File: src/kee_pkg.sv
// Shared types and constants of the keypad expression evaluator.
// No dependencies.
package kee_pkg;

    localparam int unsigned MAX_TERMS_DEF = 16;
    localparam int unsigned DATA_W        = 32;

    // Request types.
    localparam logic [1:0] REQ_DIGIT = 2'd0;
    localparam logic [1:0] REQ_OPER  = 2'd1;
    localparam logic [1:0] REQ_EVAL  = 2'd2;

    // Result status codes.
    localparam logic [1:0] STS_OK    = 2'd0;
    localparam logic [1:0] STS_DIV0  = 2'd1;
    localparam logic [1:0] STS_TERMS = 2'd2;

    // Key characters.
    localparam logic [7:0] KEY_ZERO  = 8'd48;
    localparam logic [7:0] KEY_NINE  = 8'd57;
    localparam logic [7:0] KEY_PLUS  = 8'h2B;
    localparam logic [7:0] KEY_MINUS = 8'h2D;
    localparam logic [7:0] KEY_TIMES = 8'h2A;
    localparam logic [7:0] KEY_SLASH = 8'h2F;

    typedef enum logic [1:0] {
        OP_ADD = 2'd0,
        OP_SUB = 2'd1,
        OP_MUL = 2'd2,
        OP_DIV = 2'd3
    } t_op;

endpackage

File: src/kee_if.sv
// Valid/ready channels of the keypad expression evaluator.
// Depends on kee_pkg for the data width.
interface kee_key_if;
    logic       valid;
    logic       ready;
    logic [1:0] req_type;
    logic [7:0] key_char;
    modport source (output valid, req_type, key_char, input ready);
    modport sink   (input valid, req_type, key_char, output ready);
endinterface

interface kee_res_if;
    logic                            valid;
    logic                            ready;
    logic signed [kee_pkg::DATA_W-1:0] result;
    logic [1:0]                      status;
    modport source (output valid, result, status, input ready);
    modport sink   (input valid, result, status, output ready);
endinterface

File: src/keypad_expression_evaluator.sv
// Keypad expression evaluator: an operator key is taken while idle; a digit key
// reads and rewrites its operand (S_DRD, S_DWR). Evaluate: S_RD, S_OP, S_NXT per operand,
// S_DIV for each division (one bit per cycle in the shared divider), then S_SUM, S_FIN.
// Throughput: one key at a time; the key port is ready only when idle.
// Reset (i_rst_n low, synchronous) clears control, the term count, the overflow
// flag and operand entry 0; entry 0 is also rewritten to zero after each evaluate.
module keypad_expression_evaluator #(
    parameter int unsigned MAX_TERMS = kee_pkg::MAX_TERMS_DEF
) (
    input  logic         i_clk,
    input  logic         i_rst_n,
    kee_key_if.sink      i_key,
    kee_res_if.source    o_res
);
    localparam int unsigned AW = $clog2(MAX_TERMS);
    localparam int unsigned DW = kee_pkg::DATA_W;
    localparam logic [AW-1:0] LAST_IDX = AW'(MAX_TERMS - 1);

    typedef enum logic [3:0] {
        S_IDLE, S_DRD, S_DWR, S_RD, S_OP, S_DIV, S_NXT, S_SUM, S_FIN
    } t_state;

    // Operand and operator stores: one write, one registered read port each.
    logic [DW-1:0] r_opnd [MAX_TERMS];
    logic [1:0]    r_opr  [MAX_TERMS];
    logic [DW-1:0] r_rd;
    logic [1:0]    r_rdop;
    logic [AW-1:0] r_addr;

    t_state        r_state;
    logic [AW-1:0] r_tc;
    logic          r_ovf;
    logic [3:0]    r_dig;
    logic [AW-1:0] r_k;
    logic [DW-1:0] r_acc;
    logic [DW-1:0] r_term;
    logic          r_pend_sub;
    logic [1:0]    r_prev_op;
    logic [DW-1:0] r_val;
    logic [1:0]    r_sts;
    // Shared restoring divider.
    logic [DW-1:0] r_quo;
    logic [DW:0]   r_rem;
    logic [DW-1:0] r_dvs;
    logic [4:0]    r_dcnt;
    logic          r_dneg;
    // Output register.
    logic          r_ovalid;
    logic [DW-1:0] r_ores;
    logic [1:0]    r_osts;

    logic          acc_key;
    logic          is_digit;
    logic          is_oper;
    kee_pkg::t_op  key_op;
    logic          wr_en;
    logic [AW-1:0] wr_addr;
    logic [DW-1:0] wr_data;
    logic [DW:0]   rem_sh;
    logic [DW:0]   diff;
    logic [DW-1:0] sum_acc;

    assign i_key.ready  = (r_state == S_IDLE);
    assign acc_key      = i_key.valid && i_key.ready;
    assign o_res.valid  = r_ovalid;
    assign o_res.result = r_ores;
    assign o_res.status = r_osts;

    // Decode the key.
    always_comb begin
        is_digit = (i_key.key_char >= kee_pkg::KEY_ZERO)
                && (i_key.key_char <= kee_pkg::KEY_NINE);
        is_oper  = 1'b1;
        key_op   = kee_pkg::OP_ADD;
        priority if (i_key.key_char == kee_pkg::KEY_PLUS)  key_op = kee_pkg::OP_ADD;
        else if     (i_key.key_char == kee_pkg::KEY_MINUS) key_op = kee_pkg::OP_SUB;
        else if     (i_key.key_char == kee_pkg::KEY_TIMES) key_op = kee_pkg::OP_MUL;
        else if     (i_key.key_char == kee_pkg::KEY_SLASH) key_op = kee_pkg::OP_DIV;
        else                                               is_oper = 1'b0;
    end

    // Operand store write port: digit update, new empty operand, or clear of entry 0.
    always_comb begin
        wr_en   = 1'b0;
        wr_addr = r_tc;
        wr_data = '0;
        priority if (!i_rst_n) begin
            wr_en   = 1'b1;
            wr_addr = '0;
        end else if (r_state == S_DWR) begin
            wr_en   = 1'b1;
            wr_data = (r_rd << 3) + (r_rd << 1) + {{(DW-4){1'b0}}, r_dig};
        end else if (r_state == S_FIN) begin
            wr_en   = 1'b1;
            wr_addr = '0;
        end else if (acc_key && i_key.req_type == kee_pkg::REQ_OPER && is_oper
                     && r_tc != LAST_IDX) begin
            wr_en   = 1'b1;
            wr_addr = r_tc + 1'b1;
        end
    end

    always_ff @(posedge i_clk) begin
        if (wr_en) r_opnd[wr_addr] <= wr_data;
        if (acc_key && i_key.req_type == kee_pkg::REQ_OPER && is_oper && r_tc != LAST_IDX)
            r_opr[r_tc] <= key_op;
        r_rd   <= r_opnd[r_addr];
        r_rdop <= r_opr[r_addr];
    end

    // Divider step and accumulator add/subtract.
    assign rem_sh  = {r_rem[DW-1:0], r_quo[DW-1]};
    assign diff    = rem_sh - {1'b0, r_dvs};
    assign sum_acc = r_pend_sub ? (r_acc - r_term) : (r_acc + r_term);

    // Sequencer: walk operands left to right, fold * and / into the running
    // term, and add or subtract the term into the accumulator at each + or - and at the end.
    always_ff @(posedge i_clk) begin
        if (!i_rst_n) begin
            r_state  <= S_IDLE;
            r_tc     <= '0;
            r_ovf    <= 1'b0;
            r_ovalid <= 1'b0;
            r_addr   <= '0;
        end else begin
            if (r_ovalid && o_res.ready) r_ovalid <= 1'b0;
            unique case (r_state)
                S_IDLE: begin
                    if (acc_key) begin
                        unique case (i_key.req_type)
                            kee_pkg::REQ_DIGIT: begin
                                if (is_digit) begin
                                    r_dig   <= i_key.key_char[3:0];
                                    r_addr  <= r_tc;
                                    r_state <= S_DRD;
                                end
                            end
                            kee_pkg::REQ_OPER: begin
                                if (is_oper) begin
                                    if (r_tc == LAST_IDX) r_ovf <= 1'b1;
                                    else                  r_tc  <= r_tc + 1'b1;
                                end
                            end
                            kee_pkg::REQ_EVAL: begin
                                if (r_ovf) begin
                                    r_val   <= '0;
                                    r_sts   <= kee_pkg::STS_TERMS;
                                    r_state <= S_FIN;
                                end else begin
                                    r_addr     <= '0;
                                    r_k        <= '0;
                                    r_acc      <= '0;
                                    r_pend_sub <= 1'b0;
                                    r_state    <= S_RD;
                                end
                            end
                            default: ;
                        endcase
                    end
                end
                S_DRD: r_state <= S_DWR;
                S_DWR: r_state <= S_IDLE;
                S_RD:  r_state <= S_OP;
                S_OP: begin
                    r_prev_op <= r_rdop;
                    r_state   <= S_NXT;
                    if (r_k == '0) begin
                        r_term <= r_rd;
                    end else begin
                        unique case (r_prev_op)
                            kee_pkg::OP_ADD, kee_pkg::OP_SUB: begin
                                r_acc      <= sum_acc;
                                r_pend_sub <= (r_prev_op == kee_pkg::OP_SUB);
                                r_term     <= r_rd;
                            end
                            kee_pkg::OP_MUL: r_term <= r_term * r_rd;
                            default: begin
                                if (r_rd == '0) begin
                                    r_val   <= '0;
                                    r_sts   <= kee_pkg::STS_DIV0;
                                    r_state <= S_FIN;
                                end else begin
                                    r_quo   <= r_term[DW-1] ? -r_term : r_term;
                                    r_dvs   <= r_rd[DW-1] ? -r_rd : r_rd;
                                    r_dneg  <= r_term[DW-1] ^ r_rd[DW-1];
                                    r_rem   <= '0;
                                    r_dcnt  <= 5'(DW - 1);
                                    r_state <= S_DIV;
                                end
                            end
                        endcase
                    end
                end
                S_DIV: begin
                    // One quotient bit per cycle.
                    if (diff[DW]) begin
                        r_rem <= rem_sh;
                        r_quo <= {r_quo[DW-2:0], 1'b0};
                    end else begin
                        r_rem <= diff;
                        r_quo <= {r_quo[DW-2:0], 1'b1};
                    end
                    if (r_dcnt == '0) begin
                        r_term  <= r_dneg ? -{r_quo[DW-2:0], ~diff[DW]}
                                          :  {r_quo[DW-2:0], ~diff[DW]};
                        r_state <= S_NXT;
                    end else begin
                        r_dcnt <= r_dcnt - 1'b1;
                    end
                end
                S_NXT: begin
                    if (r_k == r_tc) begin
                        r_state <= S_SUM;
                    end else begin
                        r_k     <= r_k + 1'b1;
                        r_addr  <= r_k + 1'b1;
                        r_state <= S_RD;
                    end
                end
                S_SUM: begin
                    r_val   <= sum_acc;
                    r_sts   <= kee_pkg::STS_OK;
                    r_state <= S_FIN;
                end
                S_FIN: begin
                    // Hold until the output register is free; entry 0 is cleared meanwhile.
                    if (!r_ovalid || o_res.ready) begin
                        r_ovalid <= 1'b1;
                        r_ores   <= r_val;
                        r_osts   <= r_sts;
                        r_tc     <= '0;
                        r_ovf    <= 1'b0;
                        r_state  <= S_IDLE;
                    end
                end
                default: r_state <= S_IDLE;
            endcase
        end
    end

    a_tc_range: assert property (@(posedge i_clk) disable iff (!i_rst_n)
        r_tc <= LAST_IDX) else $error("term count beyond store");
    a_div_nz: assert property (@(posedge i_clk) disable iff (!i_rst_n)
        r_state == S_DIV |-> r_dvs != '0) else $error("divider started on zero");
    a_terms_zero: assert property (@(posedge i_clk) disable iff (!i_rst_n)
        r_ovalid && r_osts == kee_pkg::STS_TERMS |-> r_ores == '0)
        else $error("too-many-terms result not zero");
    a_busy: assert property (@(posedge i_clk) disable iff (!i_rst_n)
        r_state == S_DIV |=> !i_key.ready) else $error("ready during divide");

endmodule
File: src/flat_wrapper.sv
// flat-port wrapper written by rule: the top's interface ports become plain ports
module keypad_expression_evaluator_flat 
#(
    parameter int unsigned MAX_TERMS = kee_pkg::MAX_TERMS_DEF
)
  (i_clk, i_rst_n, i_key_valid, i_key_req_type, i_key_key_char, i_key_ready, o_res_valid, o_res_result, o_res_status, o_res_ready);
  kee_key_if i_key_i ();
  kee_res_if o_res_i ();
  input  logic i_clk;
  input  logic i_rst_n;
  input wire logic [$bits(i_key_i.valid)-1:0] i_key_valid;
  input wire logic [$bits(i_key_i.req_type)-1:0] i_key_req_type;
  input wire logic [$bits(i_key_i.key_char)-1:0] i_key_key_char;
  output wire logic [$bits(i_key_i.ready)-1:0] i_key_ready;
  output wire logic [$bits(o_res_i.valid)-1:0] o_res_valid;
  output wire logic [$bits(o_res_i.result)-1:0] o_res_result;
  output wire logic [$bits(o_res_i.status)-1:0] o_res_status;
  input wire logic [$bits(o_res_i.ready)-1:0] o_res_ready;
  assign i_key_i.valid = i_key_valid;
  assign i_key_i.req_type = i_key_req_type;
  assign i_key_i.key_char = i_key_key_char;
  assign i_key_ready = i_key_i.ready;
  assign o_res_valid = o_res_i.valid;
  assign o_res_result = o_res_i.result;
  assign o_res_status = o_res_i.status;
  assign o_res_i.ready = o_res_ready;
  keypad_expression_evaluator #(.MAX_TERMS(MAX_TERMS)) u_core (.i_clk(i_clk), .i_rst_n(i_rst_n), .i_key(i_key_i), .o_res(o_res_i));
endmodule
File: config.mk
export PLATFORM = sky130hd
export DESIGN_NAME = keypad_expression_evaluator_flat
export DESIGN_NICKNAME = d
export VERILOG_FILES = /design/src/kee_pkg.sv /design/src/kee_if.sv /design/src/keypad_expression_evaluator.sv /design/src/flat_wrapper.sv
export SDC_FILE = /design/constraint.sdc
export NUM_CORES = 2
export LEC_CHECK = 0
export BUFFER_PORTS_ARGS = -buffer_cell sky130_fd_sc_hd__buf_2
export CORE_ASPECT_RATIO = 1.5
export CORE_MARGIN = 2
export CORE_UTILIZATION = 50
export DETAILED_ROUTE_END_ITERATION = 12
export PLACE_DENSITY = 0.72
export SYNTH_ARGS = -nofsm -noshare
export SYNTH_HDL_FRONTEND = slang
export SYNTH_SLANG_ARGS = --single-unit
export TNS_END_PERCENT = 30
File: constraint.sdc
create_clock -name i_clk -period 11.4 [get_ports i_clk]
set_input_delay 0.57 -clock i_clk [delete_from_list [all_inputs] [get_ports i_clk]]
set_output_delay 0.57 -clock i_clk [all_outputs]
set_load 0.005 [all_outputs]
==> reports/metrics.cfg <==
[global_route]
first_global_vias=37373
grt_pass1_wl_um=215500
grt_max_degree=104
grt-ovfl-total=0
grt_antenna_before_repair=4
track_usage_pct=25.44

[clock_network]
cts_buffers=79
cts_hold_buf=0
post-cts-setup-buffers=0
cts_tree=done
cts-htree-levels=3
clock-sinks=837
cts_resized=0
path_clk_slew_ns=0.07
root_buffer=clkbuf_16
clock_latency_ns=0.68
cts_max_path_buffers=3

[timing]
finalSetupViolCount=0
tightest_slew_ns=1.155
fin_crit_sh_pct=69.52
worst_slack_ns=3.474
timing.slew.headroom_pct=23.03
max_freq_mhz=126.2
finClkSkew_ns=0.04643
fin_tns_setup_ns=0
rsz0062_at_grt=false
min_period_ns=7.926
slew_viol_final=0
finalHoldViolations=0

[critical_path]
worstPathCellList=and2_1, fa_1, inv_1, fa_1, fa_1, fa_1, inv_1, fa_1, fa_1, fa_1, fa_1, ha_1, and4_1, and4_1, nand3_1, o21a_1, a311oi_1, a21oi_1, xor2_1, nor2_1, a211oi_1, a21oi_1
path_buf_inv=2
startpoint_type=register
critical_path.max_stage_delay_ns=1.00
ff2ff_setup_slack_ns=3.47
cpMostUsedCell=fa_1
worstPathMaxFanout=19
crit_family=adder cells
startpoint=u_core.r_term[19]$_DFFE_PP_
crit_type=reg2reg
slowest_stage=edfxtp_1
worstPathRequired_ns=11.77
crit_arrival_ns=8.30
cp-end-kind=register
timing.rr.start=u_core.r_term[19]$_DFFE_PP_

[synthesis]
syn_area_um2=54940
netlist-cell-type-count=72
seq_area_frac_synth_pct=44.87
synthCells=4510
ys_warn_count=0
yosys_most_used_dff=edfxtp_1
ys_seq_elements=837
ys_async_sr_fraction_pct=0
synth.avg_cell_area_um2=12.18
synth_edf_count=789

[route]
route.detailed.drc=0
vias_per_cell=5.900
ant_nets=0
drt_iter0_drc=3068
wl_per_cell_um=23.37
routed_wl_um=139900
vias=35332
first_pass_iters=7

[cells_and_area]
seqCellArea_um2=24660
area_growth_syn_to_layout_pct=8.513
fillers=8834
drive_gt1_share_pct=10.72
multi_input_area_um2=27820
fin_nets=5178
final_cells=5988

[floorplanning]
dieHeight_um=410.0
start_util_pct=50.54
dieArea_um2=112600
fp.coreArea_um2=108700
pin_count=50
die_x_um=274.7
row_count=148

[flow_run]
cap_violations=0

[placed_design]
post-dp-hpwl_um=92240
io_buffers=49
gp_congestion=0.9180
post-place-ws_ns=3.608
post-place-cells=5841

[outcome]
status=finished, final reports clean

[worst_hold_path]
min-delay-start=i_key_key_char[3]
worstHoldPathType=in2reg

-- path summary, 6_finish.rpt --
kind,to,cells past startpoint
hold reg to reg,u_core.r_prev_op[1]$_DFFE_PP_,0
hold / removal,u_core.r_dig[3]$_DFFE_PP_,1
setup / recovery,u_core.r_term[29]$_DFFE_PP_,22
setup reg to reg,u_core.r_term[29]$_DFFE_PP_,22
-- metal layers --
layer  up-vias  routed length [µm]  global-route usage [%]
li1      15533                   -                       -
met1     17917               49100                   29.14
met2      1426               73200                   45.16
met3       454                9802                   4.281
met4         2                7835                   13.55
met5         -                  12                       0
-- cell type report --
| cell class | count | share of cell area (%) |
|---|---|---|
| multi-input cells | 2977 | 46.67 |
| flip-flops and latches | 837 | 41.37 |
| clock buffers | 105 | 3.599 |
| well taps | 1425 | 2.991 |
| inverters | 459 | 2.890 |
| repair buffers | 143 | 1.616 |
| clock inverters | 40 | 0.8542 |
| diodes | 2 | 0.008395 |
-- cells in the final DEF, fill, tap and decap left out, types with 35 or more instances in the layout --
master	count
ha_1	255
xor2_1	102
and2_1	322
or3_1	35
dfxtp_1	44
a21o_1	36
mux4_2	170
inv_1	457
nand3_1	44
nor2_1	243
clkbuf_16	80
fa_1	412
buf_2	49
nor3_1	56
nand2_1	436
xnor2_1	175
a21oi_1	162
o21ai_0	122
buf_4	93
edfxtp_1	789
-- metrics by stage --
stage	area [µm²]	hold WS, ns	utilization [%]
after floorplan	54940	0.3855	-
after global placement	56960	0.3899	52.40
after detailed placement	56960	0.3906	52.40
after CTS	59610	0.1013	54.84
after global routing	59610	0.1153	54.84
final	59620	0.1384	54.85
-- synthesized netlist by cell type, types with 4 or more instances --
cell      number  area (µm²)
nand2_1      437        1640
a31oi_1       15       93.84
o22ai_1        5       31.28
o21a_1        25       187.7
xor2_1       103       902.1
a21o_1        36       270.3
o211ai_1      18       135.1
mux2i_1       10       100.1
o41ai_1       15       131.4
or3_1         35       219.0
inv_1        457        1715
dfxtp_1       48       960.9
o31ai_1       32       240.2
and3_1        17       106.4
a21boi_0       7       52.55
a311oi_1       4       35.03
a211oi_1      34       255.2
nand3_1       44       220.2
o21bai_1      10       75.07
a22oi_1        6       45.04
xnor2_1      175        1533
and2_1       322        2014
clkbuf_1     214       803.3
or4_1         12       90.09
ha_1         255        3191
nor2_1       259       972.2
or2_2         14       87.58
nor2b_1       32       200.2
nor3b_1       11       82.58
fa_1         412        8248
and4_1         4       35.03
a31o_2         5       43.79
buf_1         21       78.83
nor4b_1        5       43.79
nand2b_1      35       219.0
nand4_1       13       81.33
mux4_2       170        3829
nor3_1        57       285.3
o21ai_0      122       610.6
a21oi_1      162       810.8
edfxtp_1     789       23690
or4_4          5       56.30
a211o_1        6       52.55
-- sequential cells by signal, indices dropped and copies added, names as in the netlist, 4 cells and up --
register and cells:
u_core.r_quo 32, u_core.r_addr 4, u_core.r_rem 32, u_core.r_k 4, u_core.o_res.result 32, u_core.r_rd 32, u_core.r_dvs 32, u_core.r_tc 4
u_core.r_acc 32, u_core.r_state 4, u_core.r_opnd 512, u_core.r_dig 4, u_core.r_val 32, u_core.r_opr 32, u_core.r_term 32, u_core.r_dcnt 5
-- kinds of logic after synthesis --
family | after synthesis | share of synthesized area (%)
AO/OA/AOI/OAI | 535 | 6.160
multiplexers | 180 | 7.151
other | 1 | 0.006826
buffers and inverters | 697 | 4.792
flip-flops | 837 | 44.87
XOR/XNOR | 278 | 4.432
adder cells (fa/ha/maj) | 667 | 20.82
AND/OR/NAND/NOR | 1315 | 11.76
Power is left out: the tool's default activity adds up to more than one toggle a clock period on the data nets, which glitch-free logic cannot reach.
